**config.mk**
```make
export PLATFORM = sky130hd
export DESIGN_NAME = i2c_master_transaction_sequencer
export DESIGN_NICKNAME = d
export VERILOG_FILES = /design/src/rtl/core/i2cmts_pkg.sv /design/src/rtl/core/i2c_master_transaction_sequencer.sv /design/src/rtl/core/i2cmts_front.sv /design/src/rtl/core/i2cmts_queue.sv /design/src/rtl/core/i2cmts_back.sv
export SDC_FILE = /design/constraint.sdc
export NUM_CORES = 1
export LEC_CHECK = 0
export BUFFER_PORTS_ARGS = -buffer_cell sky130_fd_sc_hd__buf_2
export CELL_PAD_IN_SITES_DETAIL_PLACEMENT = 0
export CELL_PAD_IN_SITES_GLOBAL_PLACEMENT = 1
export CORE_MARGIN = 2
export CORE_UTILIZATION = 48
export DETAILED_ROUTE_END_ITERATION = 6
export GPL_ROUTABILITY_DRIVEN = 0
export PLACE_DENSITY = 0.77
export SLEW_MARGIN = 5
export SYNTH_ARGS = -nofsm -noshare
export SYNTH_HDL_FRONTEND = slang
export SYNTH_SLANG_ARGS = --single-unit
```
**constraint.sdc**
```tcl
create_clock -name i_clk -period 21.8 [get_ports i_clk]
set_input_delay 1.09 -clock i_clk [delete_from_list [all_inputs] [get_ports i_clk]]
set_output_delay 1.09 -clock i_clk [all_outputs]
set_load 0.02 [all_outputs]
```
**src/rtl/core/i2cmts_pkg.sv**
```systemverilog
// Types and constants of the I2C master transaction sequencer
package i2cmts_pkg;

    localparam int QUEUE_DEPTH = 4;
    localparam int MAX_LEN     = 16;
    localparam int QW          = $clog2(QUEUE_DEPTH);
    localparam int CW          = $clog2(QUEUE_DEPTH + 1);
    localparam int LW          = $clog2(MAX_LEN);
    localparam int LENW        = 5;
    localparam int MAX_RES     = 5;
    localparam int RESW        = $clog2(MAX_RES + 1);
    localparam int JOB_DEPTH   = 4;
    localparam int JQW         = $clog2(JOB_DEPTH);
    localparam int JCW         = $clog2(JOB_DEPTH + 1);

    localparam logic [1:0] CMD_COMMIT = 2'd0;
    localparam logic [1:0] CMD_STAGE  = 2'd1;
    localparam logic [1:0] CMD_EVENT  = 2'd2;

    localparam logic [2:0] KIND_ADDR   = 3'd0;
    localparam logic [2:0] KIND_DATA   = 3'd1;
    localparam logic [2:0] KIND_CMD    = 3'd2;
    localparam logic [2:0] KIND_RXBYTE = 3'd3;
    localparam logic [2:0] KIND_FINISH = 3'd4;
    localparam logic [2:0] KIND_REJECT = 3'd5;

    localparam logic [7:0] C_RUN   = 8'h01;
    localparam logic [7:0] C_START = 8'h02;
    localparam logic [7:0] C_STOP  = 8'h04;
    localparam logic [7:0] C_ACK   = 8'h08;

    localparam logic [7:0] ADDR_WRITE_MASK = 8'hFE;

    typedef struct packed {
        logic [7:0]      slave;
        logic [7:0]      reg_addr;
        logic [LENW-1:0] len;
        logic [7:0]      tag;
    } t_desc;

    typedef struct packed {
        logic [1:0]      cmd;
        logic [7:0]      slave;
        logic [7:0]      reg_addr;
        logic [LENW-1:0] len;
        logic [7:0]      data;
        logic            addr_nack;
        logic            data_nack;
        logic [7:0]      tag;
    } t_item;

    typedef struct packed {
        logic [2:0] kind;
        logic [7:0] value;
        logic       success;
        logic [7:0] tag;
    } t_result;

    typedef struct packed {
        t_result [MAX_RES-1:0] res;
        logic [RESW-1:0]       cnt;
        logic                  mem_use;
        logic [RESW-1:0]       mem_pos;
    } t_job;

endpackage

```
**src/rtl/core/i2c_master_transaction_sequencer.sv**
```systemverilog
// Top level of the I2C master transaction sequencer
//
//  channel  | dir | tdata                                   | tuser | tlast
//  s_axis   | in  | slave,reg,length,data,nacks,tag (40b)   | cmd   | -
//  m_axis   | out | value,success,result_tag (24b)          | kind  | last
//
// An input item is taken every cycle while the job queue has room; its
// results leave one per cycle while m_axis is ready, and an item yields
// zero to five results, sent through the single result register of the back end.
// Results pass the front stage register, job queue, job and result registers.
// Reset (synchronous, active low) empties ring, staging and job queue.
// A stalled m_axis backs up the job queue and then s_axis.
module i2c_master_transaction_sequencer (
    input  logic        i_clk,
    input  logic        i_rst_n,
    input  logic        s_axis_tvalid,
    output logic        s_axis_tready,
    // [7:0] slave_address, [15:8] register_address, [20:16] length,
    // [28:21] data_byte, [29] addr_nack, [30] data_nack, [38:31] tag, [39] zero
    input  logic [39:0] s_axis_tdata,
    // [1:0] cmd
    input  logic [1:0]  s_axis_tuser,
    output logic        m_axis_tvalid,
    input  logic        m_axis_tready,
    // [7:0] value, [8] success, [16:9] result_tag, [23:17] zero
    output logic [23:0] m_axis_tdata,
    // [2:0] kind
    output logic [2:0]  m_axis_tuser,
    output logic        m_axis_tlast
);

    i2cmts_pkg::t_item          item;
    i2cmts_pkg::t_job           f_job, q_job;
    i2cmts_pkg::t_result        res;
    logic                       f_push, q_avail, b_pop;
    logic [i2cmts_pkg::JCW-1:0] q_count;

    always_comb begin
        item.cmd       = s_axis_tuser;
        item.slave     = s_axis_tdata[7:0];
        item.reg_addr  = s_axis_tdata[15:8];
        item.len       = s_axis_tdata[20:16];
        item.data      = s_axis_tdata[28:21];
        item.addr_nack = s_axis_tdata[29];
        item.data_nack = s_axis_tdata[30];
        item.tag       = s_axis_tdata[38:31];
    end

    i2cmts_front u_front (
        .i_clk     (i_clk),
        .i_rst_n   (i_rst_n),
        .i_valid   (s_axis_tvalid),
        .o_ready   (s_axis_tready),
        .i_item    (item),
        .i_q_count (q_count),
        .o_push    (f_push),
        .o_job     (f_job)
    );

    i2cmts_queue u_queue (
        .i_clk   (i_clk),
        .i_rst_n (i_rst_n),
        .i_push  (f_push),
        .i_job   (f_job),
        .i_pop   (b_pop),
        .o_job   (q_job),
        .o_avail (q_avail),
        .o_count (q_count)
    );

    i2cmts_back u_back (
        .i_clk   (i_clk),
        .i_rst_n (i_rst_n),
        .i_job   (q_job),
        .i_avail (q_avail),
        .o_pop   (b_pop),
        .o_valid (m_axis_tvalid),
        .i_ready (m_axis_tready),
        .o_res   (res),
        .o_last  (m_axis_tlast)
    );

    assign m_axis_tdata = {7'd0, res.tag, res.success, res.value};
    assign m_axis_tuser = res.kind;

endmodule

```
**src/rtl/core/i2cmts_front.sv**
```systemverilog
// Front end: transaction ring, payload staging and result job building
module i2cmts_front (
    input  logic                       i_clk,
    input  logic                       i_rst_n,
    input  logic                       i_valid,
    output logic                       o_ready,
    input  i2cmts_pkg::t_item          i_item,
    input  logic [i2cmts_pkg::JCW-1:0] i_q_count,
    output logic                       o_push,
    output i2cmts_pkg::t_job           o_job
);

    typedef enum logic [1:0] {PH_IDLE, PH_REG, PH_TX, PH_RX} t_phase;

    t_phase                             r_phase, n_phase;
    logic                               r_active, n_active;
    logic [i2cmts_pkg::LENW-1:0]        r_bi, n_bi;
    logic [i2cmts_pkg::QW-1:0]          r_head, n_head;
    logic [i2cmts_pkg::CW-1:0]          r_count, n_count;
    logic [i2cmts_pkg::LENW-1:0]        r_staged, n_staged;
    i2cmts_pkg::t_desc                  r_act, n_act;
    i2cmts_pkg::t_desc                  r_ring [i2cmts_pkg::QUEUE_DEPTH];
    logic [7:0] r_pay [i2cmts_pkg::QUEUE_DEPTH * i2cmts_pkg::MAX_LEN];
    logic [7:0]                         r_rd;
    logic                               r_s1_valid;
    i2cmts_pkg::t_job                   r_s1_job, job;

    logic                               acc, fin, fin_ok, st, ring_wr, pay_wr;
    i2cmts_pkg::t_desc                  st_desc, in_desc, nxt_desc;
    logic [i2cmts_pkg::QW-1:0]          tail;
    logic [i2cmts_pkg::QW+i2cmts_pkg::LW-1:0] rd_addr, wr_addr;
    logic [i2cmts_pkg::LENW-1:0]        bi1;

    function automatic i2cmts_pkg::t_job push(i2cmts_pkg::t_job j, logic [2:0] k,
                                              logic [7:0] v, logic ok, logic [7:0] t);
        i2cmts_pkg::t_job r;
        r = j;
        r.res[r.cnt] = '{kind: k, value: v, success: ok, tag: t};
        r.cnt = r.cnt + 1'b1;
        return r;
    endfunction

    assign acc      = i_valid && o_ready;
    assign o_ready  = ({1'b0, i_q_count} + {{i2cmts_pkg::JCW{1'b0}}, r_s1_valid})
                      < (i2cmts_pkg::JCW+1)'(i2cmts_pkg::JOB_DEPTH);
    assign tail     = r_head + r_count[i2cmts_pkg::QW-1:0];
    assign rd_addr  = {r_head, r_bi[i2cmts_pkg::LW-1:0]};
    assign wr_addr  = {tail, r_staged[i2cmts_pkg::LW-1:0]};
    assign nxt_desc = r_ring[r_head + 1'b1];
    assign bi1      = r_bi + 1'b1;

    always_comb begin
        in_desc.slave    = i_item.slave;
        in_desc.reg_addr = i_item.reg_addr;
        in_desc.len      = (i_item.len > i2cmts_pkg::LENW'(i2cmts_pkg::MAX_LEN))
                           ? i2cmts_pkg::LENW'(i2cmts_pkg::MAX_LEN) : i_item.len;
        in_desc.tag      = i_item.tag;
    end

    always_comb begin
        n_phase  = r_phase;
        n_active = r_active;
        n_bi     = r_bi;
        n_head   = r_head;
        n_count  = r_count;
        n_staged = r_staged;
        n_act    = r_act;
        job      = '0;
        fin      = 1'b0;
        fin_ok   = 1'b0;
        st       = 1'b0;
        st_desc  = in_desc;
        ring_wr  = 1'b0;
        pay_wr   = 1'b0;
        if (acc) begin
            unique case (i_item.cmd)
                i2cmts_pkg::CMD_COMMIT: begin
                    if (r_count >= i2cmts_pkg::CW'(i2cmts_pkg::QUEUE_DEPTH)) begin
                        job = push(job, i2cmts_pkg::KIND_REJECT, 8'd0, 1'b0, i_item.tag);
                    end else begin
                        ring_wr = 1'b1;
                        n_count = r_count + 1'b1;
                        st      = !r_active;
                    end
                    n_staged = '0;
                end
                i2cmts_pkg::CMD_STAGE: begin
                    if (r_count < i2cmts_pkg::CW'(i2cmts_pkg::QUEUE_DEPTH) &&
                        r_staged < i2cmts_pkg::LENW'(i2cmts_pkg::MAX_LEN)) begin
                        pay_wr   = 1'b1;
                        n_staged = r_staged + 1'b1;
                    end
                end
                i2cmts_pkg::CMD_EVENT: begin
                    if (r_active) begin
                        if (i_item.addr_nack || i_item.data_nack) begin
                            job = push(job, i2cmts_pkg::KIND_CMD, i2cmts_pkg::C_STOP,
                                       1'b0, r_act.tag);
                            fin = 1'b1;
                        end else begin
                            unique case (r_phase)
                                PH_REG: begin
                                    if (r_act.slave[0]) begin
                                        n_phase = PH_RX;
                                        n_bi    = '0;
                                        job = push(job, i2cmts_pkg::KIND_ADDR, r_act.slave,
                                                   1'b0, r_act.tag);
                                        job = push(job, i2cmts_pkg::KIND_CMD,
                                            (r_act.len == 1)
                                            ? (i2cmts_pkg::C_START | i2cmts_pkg::C_RUN |
                                               i2cmts_pkg::C_STOP)
                                            : (i2cmts_pkg::C_ACK | i2cmts_pkg::C_START |
                                               i2cmts_pkg::C_RUN), 1'b0, r_act.tag);
                                    end else begin
                                        n_phase = PH_TX;
                                        job = push(job, i2cmts_pkg::KIND_ADDR,
                                                   r_act.slave & i2cmts_pkg::ADDR_WRITE_MASK,
                                                   1'b0, r_act.tag);
                                        job.mem_use = 1'b1;
                                        job.mem_pos = job.cnt;
                                        job = push(job, i2cmts_pkg::KIND_DATA, 8'd0,
                                                   1'b0, r_act.tag);
                                        n_bi = i2cmts_pkg::LENW'(1);
                                        job = push(job, i2cmts_pkg::KIND_CMD,
                                            (r_act.len == 1)
                                            ? (i2cmts_pkg::C_RUN | i2cmts_pkg::C_STOP)
                                            : i2cmts_pkg::C_RUN, 1'b0, r_act.tag);
                                    end
                                end
                                PH_TX: begin
                                    if (r_bi < r_act.len) begin
                                        job.mem_use = 1'b1;
                                        job.mem_pos = job.cnt;
                                        job = push(job, i2cmts_pkg::KIND_DATA, 8'd0,
                                                   1'b0, r_act.tag);
                                        n_bi = bi1;
                                        job = push(job, i2cmts_pkg::KIND_CMD,
                                            (bi1 == r_act.len)
                                            ? (i2cmts_pkg::C_RUN | i2cmts_pkg::C_STOP)
                                            : i2cmts_pkg::C_RUN, 1'b0, r_act.tag);
                                    end else begin
                                        fin    = 1'b1;
                                        fin_ok = 1'b1;
                                    end
                                end
                                PH_RX: begin
                                    if (r_bi < r_act.len) begin
                                        job = push(job, i2cmts_pkg::KIND_RXBYTE,
                                                   i_item.data, 1'b0, r_act.tag);
                                        n_bi = bi1;
                                    end
                                    if (n_bi < r_act.len) begin
                                        job = push(job, i2cmts_pkg::KIND_CMD,
                                            (n_bi == r_act.len - 1'b1)
                                            ? (i2cmts_pkg::C_STOP | i2cmts_pkg::C_RUN)
                                            : (i2cmts_pkg::C_ACK | i2cmts_pkg::C_RUN),
                                            1'b0, r_act.tag);
                                    end else begin
                                        fin    = 1'b1;
                                        fin_ok = 1'b1;
                                    end
                                end
                                default: begin
                                    fin    = 1'b1;
                                    fin_ok = 1'b1;
                                end
                            endcase
                        end
                    end
                end
                default: ;
            endcase
            if (fin) begin
                job = push(job, i2cmts_pkg::KIND_FINISH, 8'd0, fin_ok, r_act.tag);
                n_active = 1'b0;
                n_phase  = PH_IDLE;
                n_bi     = '0;
                n_head   = r_head + 1'b1;
                n_count  = r_count - 1'b1;
                st       = (n_count != '0);
                st_desc  = nxt_desc;
            end
            if (st) begin
                n_active = 1'b1;
                n_bi     = '0;
                n_act    = st_desc;
                job = push(job, i2cmts_pkg::KIND_ADDR,
                           st_desc.slave & i2cmts_pkg::ADDR_WRITE_MASK, 1'b0, st_desc.tag);
                job = push(job, i2cmts_pkg::KIND_DATA, st_desc.reg_addr, 1'b0, st_desc.tag);
                if (st_desc.len == '0) begin
                    n_phase = PH_TX;
                    job = push(job, i2cmts_pkg::KIND_CMD,
                               i2cmts_pkg::C_START | i2cmts_pkg::C_RUN | i2cmts_pkg::C_STOP,
                               1'b0, st_desc.tag);
                end else begin
                    n_phase = PH_REG;
                    job = push(job, i2cmts_pkg::KIND_CMD,
                               i2cmts_pkg::C_START | i2cmts_pkg::C_RUN, 1'b0, st_desc.tag);
                end
            end
        end
    end

    always_ff @(posedge i_clk) begin
        if (!i_rst_n) begin
            r_phase    <= PH_IDLE;
            r_active   <= 1'b0;
            r_bi       <= '0;
            r_head     <= '0;
            r_count    <= '0;
            r_staged   <= '0;
            r_s1_valid <= 1'b0;
        end else begin
            r_phase    <= n_phase;
            r_active   <= n_active;
            r_bi       <= n_bi;
            r_head     <= n_head;
            r_count    <= n_count;
            r_staged   <= n_staged;
            r_s1_valid <= acc;
        end
        r_act <= n_act;
        if (acc) begin
            r_s1_job <= job;
        end
    end

    always_ff @(posedge i_clk) begin
        if (ring_wr) begin
            r_ring[tail] <= in_desc;
        end
    end

    always_ff @(posedge i_clk) begin
        if (pay_wr) begin
            r_pay[wr_addr] <= i_item.data;
        end
        if (acc) begin
            r_rd <= r_pay[rd_addr];
        end
    end

    always_comb begin
        o_job  = r_s1_job;
        if (r_s1_job.mem_use) begin
            o_job.res[r_s1_job.mem_pos].value = r_rd;
        end
        o_push = r_s1_valid && (r_s1_job.cnt != '0);
    end

endmodule

```
**src/rtl/core/i2cmts_queue.sv**
```systemverilog
// Job queue between the front end and the result serializer
module i2cmts_queue (
    input  logic                       i_clk,
    input  logic                       i_rst_n,
    input  logic                       i_push,
    input  i2cmts_pkg::t_job           i_job,
    input  logic                       i_pop,
    output i2cmts_pkg::t_job           o_job,
    output logic                       o_avail,
    output logic [i2cmts_pkg::JCW-1:0] o_count
);

    i2cmts_pkg::t_job           r_mem [i2cmts_pkg::JOB_DEPTH];
    logic [i2cmts_pkg::JQW-1:0] r_rd, r_wr;
    logic [i2cmts_pkg::JCW-1:0] r_count;
    logic                       pop;

    assign pop     = i_pop && (r_count != '0);
    assign o_job   = r_mem[r_rd];
    assign o_avail = (r_count != '0);
    assign o_count = r_count;

    always_ff @(posedge i_clk) begin
        if (!i_rst_n) begin
            r_rd    <= '0;
            r_wr    <= '0;
            r_count <= '0;
        end else begin
            if (i_push) begin
                r_wr <= r_wr + 1'b1;
            end
            if (pop) begin
                r_rd <= r_rd + 1'b1;
            end
            r_count <= r_count + {{(i2cmts_pkg::JCW-1){1'b0}}, i_push}
                               - {{(i2cmts_pkg::JCW-1){1'b0}}, pop};
        end
        if (i_push) begin
            r_mem[r_wr] <= i_job;
        end
    end

endmodule

```
**src/rtl/core/i2cmts_back.sv**
```systemverilog
// Back end: serializes each job into result transfers with an output register
module i2cmts_back (
    input  logic                 i_clk,
    input  logic                 i_rst_n,
    input  i2cmts_pkg::t_job     i_job,
    input  logic                 i_avail,
    output logic                 o_pop,
    output logic                 o_valid,
    input  logic                 i_ready,
    output i2cmts_pkg::t_result  o_res,
    output logic                 o_last
);

    i2cmts_pkg::t_job            r_job;
    logic                        r_busy;
    logic [i2cmts_pkg::RESW-1:0] r_pos;
    logic                        r_valid;
    i2cmts_pkg::t_result         r_res;
    logic                        r_last;
    logic                        slot_free, emit, is_last;

    assign slot_free = !r_valid || i_ready;
    assign emit      = slot_free && r_busy;
    assign is_last   = (r_pos == r_job.cnt - 1'b1);
    assign o_pop     = i_avail && (!r_busy || (emit && is_last));
    assign o_valid   = r_valid;
    assign o_res     = r_res;
    assign o_last    = r_last;

    always_ff @(posedge i_clk) begin
        if (!i_rst_n) begin
            r_busy  <= 1'b0;
            r_pos   <= '0;
            r_valid <= 1'b0;
        end else begin
            if (slot_free) begin
                r_valid <= emit;
            end
            if (emit) begin
                r_pos <= r_pos + 1'b1;
                if (is_last) begin
                    r_busy <= 1'b0;
                end
            end
            if (o_pop) begin
                r_busy <= 1'b1;
                r_pos  <= '0;
            end
        end
        if (emit) begin
            r_res  <= r_job.res[r_pos];
            r_last <= is_last;
        end
        if (o_pop) begin
            r_job <= i_job;
        end
    end

endmodule

```
After elaboration in Yosys (flattened, before gate mapping)
Memories as Yosys holds them, arrays and structs flattened. A register that Yosys moved wholly into a read port is not among the register bits.
Index checks and enable logic that the tools add are counted.
- flip-flop bits (word level): 180
- bits in writable memories: 1056
- input bits: 46
- output and inout port bits: 30
- logic and storage cells: 247
- memories kept: 3
- memory list (memory ; depth ; width ; rd ports ; clocked after Yosys merged registers in ; write ports ; line ; source):
    u_front.r_pay ; 64 ; 8 ; 1 ; 1 ; 1 ; i2cmts_front.sv:23 ; logic [7:0] r_pay [i2cmts_pkg::QUEUE_DEPTH * i2cmts_pkg::MAX_LEN];
    u_queue.r_mem ; 4 ; 107 ; 1 ; 1 ; 1 ; i2cmts_queue.sv:13 ; i2cmts_pkg::t_job r_mem [i2cmts_pkg::JOB_DEPTH];
    u_front.r_ring ; 4 ; 29 ; 1 ; 0 ; 1 ; i2cmts_front.sv:22 ; i2cmts_pkg::t_desc r_ring [i2cmts_pkg::QUEUE_DEPTH];
- add/sub/neg operators: 19
- $lt $le $gt $ge: 20
- eq/ne operators: 12
- muxes and demuxes: 106
- bitwise logic cells: 1
- reductions and logical operators: 42
- operator list (kind ; number):
    107-bit two-way mux ; 13
    100-bit bitwise mux ; 7
    20-bit demux with 3-bit select ; 6
    107-bit one-hot mux with 3 select lines ; 1
    107-bit one-hot mux with 2 select lines ; 1
    20-bit two-way mux ; 6
    100-bit two-way mux ; 1
    66-bit two-way mux ; 1
    5-bit two-way mux ; 13
    20-bit binary-select mux with 3-bit select ; 1
    29-bit two-way mux ; 2
    46-bit two-way mux ; 1
    1-bit two-way mux ; 33
    3-bit by 4-bit less-than comparator with 1-bit output (second input constant) ; 7
    27-bit two-way mux ; 1
    26-bit two-way mux ; 1
    3-bit by 1-bit adder with 3-bit output (second input constant) ; 7
    3-bit by 1-bit greater-or-equal comparator with 1-bit output (second input constant) ; 6
    3-bit nonzero test ; 6
    17-bit two-way mux ; 1
    3-bit two-way mux ; 5
    5-bit one-hot mux with 3 select lines ; 1
    2-bit two-way mux ; 7
    1-bit logical AND ; 13
    36 further kinds ; 59

Longest topological paths before layout
Gate-level depths: netlist of run 1.
- depth in word-level cells: 34
- gate-level depth with buffers: 36
- gate-level depth less buffers: 30

Modules after synthesis
A second synthesis of run 1 with hierarchy kept.
- cells, all modules: 2767
- area total of the unflattened synthesis: 54111.9 sq um
- by module, submodules not included (module ; instances ; cells each ; area an instance (sq um)):
    i2cmts_front ; 1 ; 1885 ; 33362.0
    i2cmts_queue ; 1 ; 603 ; 15889.0
    i2cmts_back ; 1 ; 271 ; 4804.6
    i2c_master_transaction_sequencer ; 1 ; 8 ; 56.3

Worst setup path after synthesis of run 1
OpenSTA, ideal clock, no wires.
- kind: register -> register
- start point: reg u_front.r_bi[0] in the netlist's numbering
- end point: reg u_front.r_s1_job[38] in the netlist's numbering, data pin
- arrival time: 6591 ps
- data required time: 21535 ps
- setup slack: 14944 ps
- stages on the path, launching flop included: 34
- period minus slack after synthesis: 6856 ps
- cell sequence: dfxtp_1 > clkbuf_1 > buf_2 > buf_2 > inv_1 > ha_1 > nand2b_1 > a21o_1 > and3_1 > clkbuf_1 > nand2_1 > xnor2_1 > ha_1 > a21o_1 > a21oi_1 > nand2_1 > inv_1 > ha_1 > and2_1 > o21a_1 > o21a_1 > nor2_4 > ha_1 > a21oi_1 > inv_1 > ha_1 > inv_1 > clkbuf_1 > nor2_1 > o21ai_0 > mux2i_1 > o41ai_4 > buf_4 > a32oi_1
- RTL lines (element ; line ; source):
    start, declared ; i2cmts_front.sv:17 ; logic [i2cmts_pkg::LENW-1:0] r_bi, n_bi;
    start signal, assigned ; i2cmts_front.sv:216 ; r_bi <= n_bi;
    end signal, assigned ; i2cmts_front.sv:224 ; r_s1_job <= job;
    end, declared ; i2cmts_front.sv:26 ; i2cmts_pkg::t_job r_s1_job, job;

==> impl_results.md, run 1 <==
- Total track usage: roughly a fifth
- Post-CTS resize count: 0
- Number of synthesized flops with an enable pin: about 1300
- Filler instances: 8217
- Final WL: 111 mm
- Status: complete, no violations
- Post-synthesis sequential area ratio: 74.4%
- CTS H-tree depth: 4
- Switching Share: approximately a quarter
- Pwr/cell area: roughly 100 nW/um^2
- Netlist Area Pre-Place: ~53000 um^2
- Pin count of the biggest net entering global routing: between 70 and 80
- Ys Warns: 0
- Post-DP HPWL: between 60 and 70 mm
- First-pass GRT wire length: around 170 mm
- RSZ-0062 raised after global routing: no
- Top-count cell post-synth: edfxtp_1
- TritonCTS clock tree: yes
- Achievable frequency: 107 MHz
- Dpl cell area: approximately 55000 um^2
- Avg Inst Size Synth: just under 20 um^2
- Setup slack after layout: ~12000 ps
- Synth top area cells: edfxtp_1 73%, mux4_2 14%, dfxtp_1 1.2%
- Setup WS pre-CTS: about 13000 ps
- Ys flop type: edfxtp_1
- Tmin final: between 9000 and 10000 ps
- Root Buffer: clkbuf_16
- Worst path slowest cell: dfxtp_4
- Initial antenna violation count: 4
- Relative slew slack: a little over a tenth
- Hold WC Path Type: reg -> reg
- Vias per cell: between 5 and 6
- Top Ports: 76
- Worst EP required: between 20000 and 25000 ps
- Setup violators final: 0
- DIE WIDTH: 335 um
- Max-slew violation count: 0
- Number of global-route vias before repair: between 20000 and 30000
- Setup tns final: 0 ps
- Layout cell share with drive strength beyond 1: 24.4%
- Worst Skew: between 20 and 30 ps
- PortBufs: 67
- Final net count: 2874
- Clock transition at path regs: ~70 ps
- Total grt overflow: 0
- Initial DRC count: 2707
- Comb power frac: 10.6%
- Routed via count: between 20000 and 30000
- Seq pwr share: between 50% and 60%
- Hold-fix buffers at CTS: 0
- Core Region: around 110000 um^2
- Cell area after layout: 58800 um^2
- Min Hold Slack: roughly 500 ps
- Yosys cell types: a little over 90
- Tcrit/Tclk final: between 40 and 50%
- Finished Core Util: 54.0%
- CP peak stage delay: ~1100 ps
- Synth top cells by count: 1286 x edfxtp_1, 318 x mux4_2, 138 x nor2_1, 128 x nand2_1, 72 x inv_1
- DR pass1 iterations: 5
- Yosys top cell area share: between 70% and 80%
- Worst Path Class, Setup: reg -> reg
- Post-CTS setup repair buffer count: 0
- DRC Markers: 0
- Mapped Cells: around 2700
- Worst Path Max Fanout: 73
- CP Launch Type: register
- Yosys top cell by area: edfxtp_1
- # rows: about 120
- Worst IR Drop VDD: 76.9 uV
- Clock Latency Late Sink: 720 ps
- WL/cell: 25.9 um
- Pwr Total: roughly 6.0 mW
- Height of the chip: 335 um
- Area grow syn2layout: 11.5%
- Initial Utilization: about half
- Dpl cells: 4071
- Leak pwr: ~19 nW
- Die Area: between 100000 and 150000 um^2
- Post-route ant nets: 0
- Fin. Hold Viols: 0
- Clock network fraction of design power: a little over a third
- Num CTS Buffers: 131
- Synth Register Bits: 1317
- Fraction of registers with async set/reset: 0%
- Switching component of the power: 1.40 mW
- Worst-margin pin slew: approximately 1300 ps
- Internal Power: around 4.6 mW
- CTS sink count: between 1000 and 1500
- Finished Layout Cells: between 4000 and 5000
- Max-cap violation count: 0
- Worst-case clock buffer depth: 3
- Worst EP arrival: roughly 9800 ps
- Crit path capture type: register
## state kept, by name, indices dropped and copies added, names as in the netlist, 2 cells and up
| register | cells |
|---|---|
| u_front.r_s1_job | 98 |
| u_front.r_ring | 116 |
| u_front.r_phase | 2 |
| u_front.r_head | 2 |
| u_queue.r_mem | 404 |
| u_front.r_staged | 5 |
| u_back.r_pos | 3 |
| u_front.r_pay | 512 |
| u_queue.o_count | 3 |
| u_front.r_rd | 8 |
| u_back.o_res | 20 |
| u_queue.r_rd | 2 |
| u_front.r_act | 21 |
| u_back.r_job | 101 |
| u_queue.r_wr | 2 |
| u_front.r_count | 3 |
| u_front.r_bi | 5 |
| u_front.o_job | 5 |
## final timing paths
check / start / to / slack (ps) / cells past startpoint
setup / recovery: u_front.r_bi[1] / u_front.r_s1_job[35] / 12480 / 28
hold / removal: u_front.r_s1_job[84] / u_queue.r_mem[1][84] / 500 / 0
hold reg to reg: u_front.r_s1_job[84] / u_queue.r_mem[1][84] / 500 / 0
setup reg to reg: u_front.r_bi[1] / u_front.r_s1_job[35] / 12480 / 28
## routing by layer
| layer | vias to the layer above | routed length [um] | track usage (%) |
|---|---|---|---|
| met5 | - | 11 | 0 |
| met4 | 2 | 3610 | 7.66 |
| met3 | 194 | 7280 | 3.22 |
| met2 | 1003 | 55300 | 32.8 |
| met1 | 13400 | 45300 | 27.4 |
| li1 | 11200 | - | - |
## worst max-delay path, delay by kind of cell, from the launching register on
| kind | cells | cell delay [ps] |
|---|---|---|
| and+or+nand+nor | 9 | 2590 |
| adders and majority gates | 5 | 2140 |
| AOI/OAI and AO/OA | 7 | 1490 |
| DFF | 1 | 1060 |
| buffers and inverters | 5 | 900 |
| muxes | 1 | 710 |
| xor gates and xnor gates | 1 | 170 |
## area by class of cell
cell class                 count  area, um^2  area share, %
multi-input combinational   1159       12700           21.6
timing repair buffer         108         643           1.09
inverter                      73         277          0.470
sequential                  1317       39300           66.8
clock buffer                 159        3470           5.90
clock inverter                76         689           1.17
antenna                        2        5.00        0.00851
tap                         1414        1770           3.01
## cells in the final DEF (no fill, tap or decap), types with 13 or more instances in the layout
| master | netlist | layout |
|---|---|---|
| nand2_1 | 128 | 128 |
| mux4_2 | 318 | 318 |
| clkinv_1 | 0 | 27 |
| buf_4 | 14 | 41 |
| and2_1 | 19 | 15 |
| a22o_1 | 13 | 13 |
| inv_1 | 72 | 71 |
| o21ai_0 | 52 | 52 |
| clkinv_2 | 0 | 22 |
| mux2_2 | 34 | 34 |
| xor2_1 | 16 | 16 |
| buf_2 | 27 | 67 |
| nand3_1 | 31 | 31 |
| ha_1 | 37 | 37 |
| a22oi_1 | 17 | 17 |
| clkbuf_1 | 65 | 24 |
| dfxtp_1 | 31 | 22 |
| edfxtp_1 | 1286 | 1286 |
| mux2i_1 | 22 | 22 |
| nor2_1 | 138 | 135 |
| nor3_1 | 27 | 26 |
| nand2b_1 | 13 | 13 |
| clkbuf_16 | 0 | 135 |
| xnor2_1 | 17 | 17 |
| a21oi_1 | 47 | 47 |
| nor2b_1 | 22 | 21 |
## cells by family after synthesis
logic type      share of synthesized area, %
mux                                     14.7
buf+inv                                 1.71
xor+xnor                               0.548
fa+ha+maj                              0.916
flops                                   74.4
compound gates                          3.71
other cells                          0.00711
simple gates                            4.00
## power by group through the flow
stage               Sequential [mW]  Combinational, mW  Clock, mW
floorplan                      3.24              0.438          0
global placement               3.24              0.632          0
detailed placement             3.26              0.646          0
CTS                            3.21              0.650       2.21
global route                   3.22              0.694       2.31
finish                         3.20              0.636       2.17
(Power assumes the default switching activity.)
==> run 2: changes to the inputs <==
==> constraint.sdc (replaced) <==
create_clock -name i_clk -period 8.6 [get_ports i_clk]
set_input_delay 0.43 -clock i_clk [delete_from_list [all_inputs] [get_ports i_clk]]
set_output_delay 0.43 -clock i_clk [all_outputs]
set_load 0.02 [all_outputs]
==> run 2 against run 1 <==
Compared with the run above: sequential power increased to 2.5 times the previous value; clock skew increased by 13 ps; routed wire length decreased by 1.2%; count of clock-buffer cells in the layout decreased by 10; first-iteration DRC count decreased by 5.1%; core utilization about the same; register-to-register slack got worse by 12000 ps; hold slack got worse by 440 ps; maximum frequency increased by 20%; critical path type unchanged; largest cell class unchanged; largest power group unchanged; highest routed layer is now met4.
==> impl_results.md, run 2 (synthesis gave the netlist of run 1 again) <==
- Status: complete, no violations
- Routed via count: 25500 (-0.77%)
- CP endpoint: u_front.r_s1_job[11]
- Max-cap violation count: 0 (unchanged)
- Switching component of the power: 3.53 mW (+150%)
- Clock Latency Late Sink: 710 ps (about the same)
- Initial Utilization: 48.5% (unchanged)
- Initial antenna violation count: 3 (-1)
- Post-DP HPWL: 68.1 mm (-0.21%)
- Initial DRC count: 2568 (-5.1%)
- Seq pwr share: 54.3% (+1.0 points)
- Total track usage: 19.8% (-0.27 points)
- Worst path slowest cell: xor2_1
- Worst Skew: 41.3 ps (+12.8 ps)
- Pwr/cell area: 255 nW/um^2 (+150%)
- Relative slew slack: 11.9% (+0.98 points)
- Setup tns final: 0 ps (unchanged)
- Fin. Hold Viols: 0 (unchanged)
- CP startpoint: u_front.r_act[11]
- Crit path capture type: register
- Tmin final: 7770 ps (-1550 ps)
- Pwr Total: 15.0 mW (+150%)
- Setup slack after layout: 834 ps (-11650 ps)
- Worst Path Max Fanout: 13 (-82%)
- Internal Power: 11.5 mW (+150%)
- Final net count: 2893 (+0.66%)
- Setup WS pre-CTS: 1080 ps (-11510 ps)
- RSZ-0062 raised after global routing: no
- # rows: 121 (unchanged)
- Top Ports: 76 (unchanged)
- Post-route ant nets: 0 (unchanged)
- TritonCTS clock tree: yes
- DIE WIDTH: 335 um (unchanged)
- CTS H-tree depth: 3 (-1)
- Worst-margin pin slew: 1300 ps (-14.5 ps)
- Vias per cell: 5.90 (-1.2%)
- Layout cell share with drive strength beyond 1: 23.8% (-0.54 points)
- Commonest non-fill, non-tap cell in the layout: edfxtp_1
- Num CTS Buffers: 121 (-7.6%)
- Pin count of the biggest net entering global routing: 83 (+12%)
- Final WL: 110 mm (-1.2%)
- Largest reg by FF count: u_front.r_pay
- Crit path top cell by count: inv_1
- R2R depth: 28 (unchanged)
- Die Area: 113000 um^2 (unchanged)
- Worst IR Drop VDD: 187 uV (+140%)
- Largest register FFs: 512 (unchanged)
- Setup violators final: 0 (unchanged)
- Core Region: 109000 um^2 (unchanged)
- Most frequent cells in the layout: 1286 x edfxtp_1, 318 x mux4_2, 135 x nor2_1
- Clock network fraction of design power: 35.0% (-1.1 points)
- Hold path start: s_axis_tdata[20]
- Area grow syn2layout: 11.5% (about the same)
- Switching Share: 23.6% (+0.22 points)
- Number of global-route vias before repair: 26400 (+0.89%)
- Root Buffer: clkbuf_16
- CTS sink count: 1317 (unchanged)
- PortBufs: 67 (unchanged)
- Max-slew violation count: 0 (unchanged)
- Hold WC Path Type: in -> reg
- R2R Path End: u_front.r_s1_job[11]
- Worst EP required: 9120 ps (-13150 ps)
- CP Launch Type: register
- DR pass1 iterations: 6 (+1)
- Largest registers: u_front.r_pay (512), u_queue.r_mem (404), u_front.r_ring (116)
- Worst Path Class, Setup: reg -> reg
- Height of the chip: 335 um (unchanged)
- Worst r2r src: u_front.r_act[11]
- Total grt overflow: 0 (unchanged)
- Tcrit/Tclk final: 90.3% (+48 points)
- First-pass GRT wire length: 168 mm (-0.16%)
- Flop-to-flop setup slack: 830 ps (-11650 ps)
- Achievable frequency: 129 MHz (+20%)
- WL/cell: 25.4 um (-1.7%)
- Clock transition at path regs: 60 ps (about the same)
- Leak pwr: 18.6 nW (about the same)
- Comb power frac: 10.7% (about the same)
- Worst-case clock buffer depth: 3 (unchanged)
- CP peak stage delay: 540 ps (-520 ps)
- DRC Markers: 0 (unchanged)
- Worst EP arrival: 8290 ps (-1490 ps)
run 2: what timing repair did:
action,4_1_cts,5_1_grt
hold endpoints to repair,96,0
resized for setup,0,0
setup buffers,0,0
hold buffers,24,0
run 2: stage by stage:
step	instance area (um^2)	hold WS, ps	util (%)	cells
finish	58800	54.1	54.0	4328
global placement	54700	466	50.2	4076
global route	58800	34.8	54.0	4327
CTS	58800	2.05	54.0	4325
floorplan	52800	448	-	2687
detailed placement	54700	467	50.2	4076
run 2: power by group through the flow:
| stage | registers (mW) | logic [mW] | clock network (mW) |
|---|---|---|---|
| after floorplan | 8.21 | 1.11 | 0 |
| after global placement | 8.25 | 1.59 | 0 |
| after detailed placement | 8.28 | 1.63 | 0 |
| after CTS | 8.15 | 1.64 | 5.34 |
| after global routing | 8.21 | 1.75 | 5.57 |
| final | 8.14 | 1.60 | 5.24 |
run 2: worst min-delay path by stage:
stage | to | slack [ps] | cells past startpoint
2_1_floorplan | u_back.o_valid | 450 | 2
3_3_place_gp | u_back.o_valid | 470 | 2
3_5_place_dp | u_back.o_valid | 470 | 2
4_1_cts | u_front.r_ring[2][12] | 2 | 1
5_1_grt | u_front.r_ring[3][12] | 30 | 1
6_report | u_front.r_ring[3][12] | 50 | 1
run 2: per-layer routing:
metal | up-vias | wire length (um) | global-route usage [%]
li1 | 11200 | - | -
met1 | 13300 | 45300 | 27.2
met2 | 879 | 54800 | 32.6
met3 | 179 | 6950 | 3.27
met4 | 0 | 3070 | 6.44
met5 | - | 0 | 0
run 2: cell type report:
| class | instances | area, um^2 |
|---|---|---|
| diodes | 3 | 7.51 |
| clock buffers | 149 | 3150 |
| clock inverters | 76 | 742 |
| fillers | 8206 | 50000 |
| inverters | 73 | 277 |
| multi-input cells | 1159 | 12700 |
| flip-flops and latches | 1317 | 39300 |
| well taps | 1414 | 1770 |
| repair buffers | 137 | 921 |
run 2: worst max-delay path: cells and delay by family, from the launching register on:
family	cells	cell delay, ps
AO/OA/AOI/OAI	8	1980
XOR/XNOR	1	540
adder cells (fa/ha/maj)	5	1680
buffers and inverters	6	670
flip-flops	1	430
multiplexers	2	650
AND/OR/NAND/NOR	6	1600
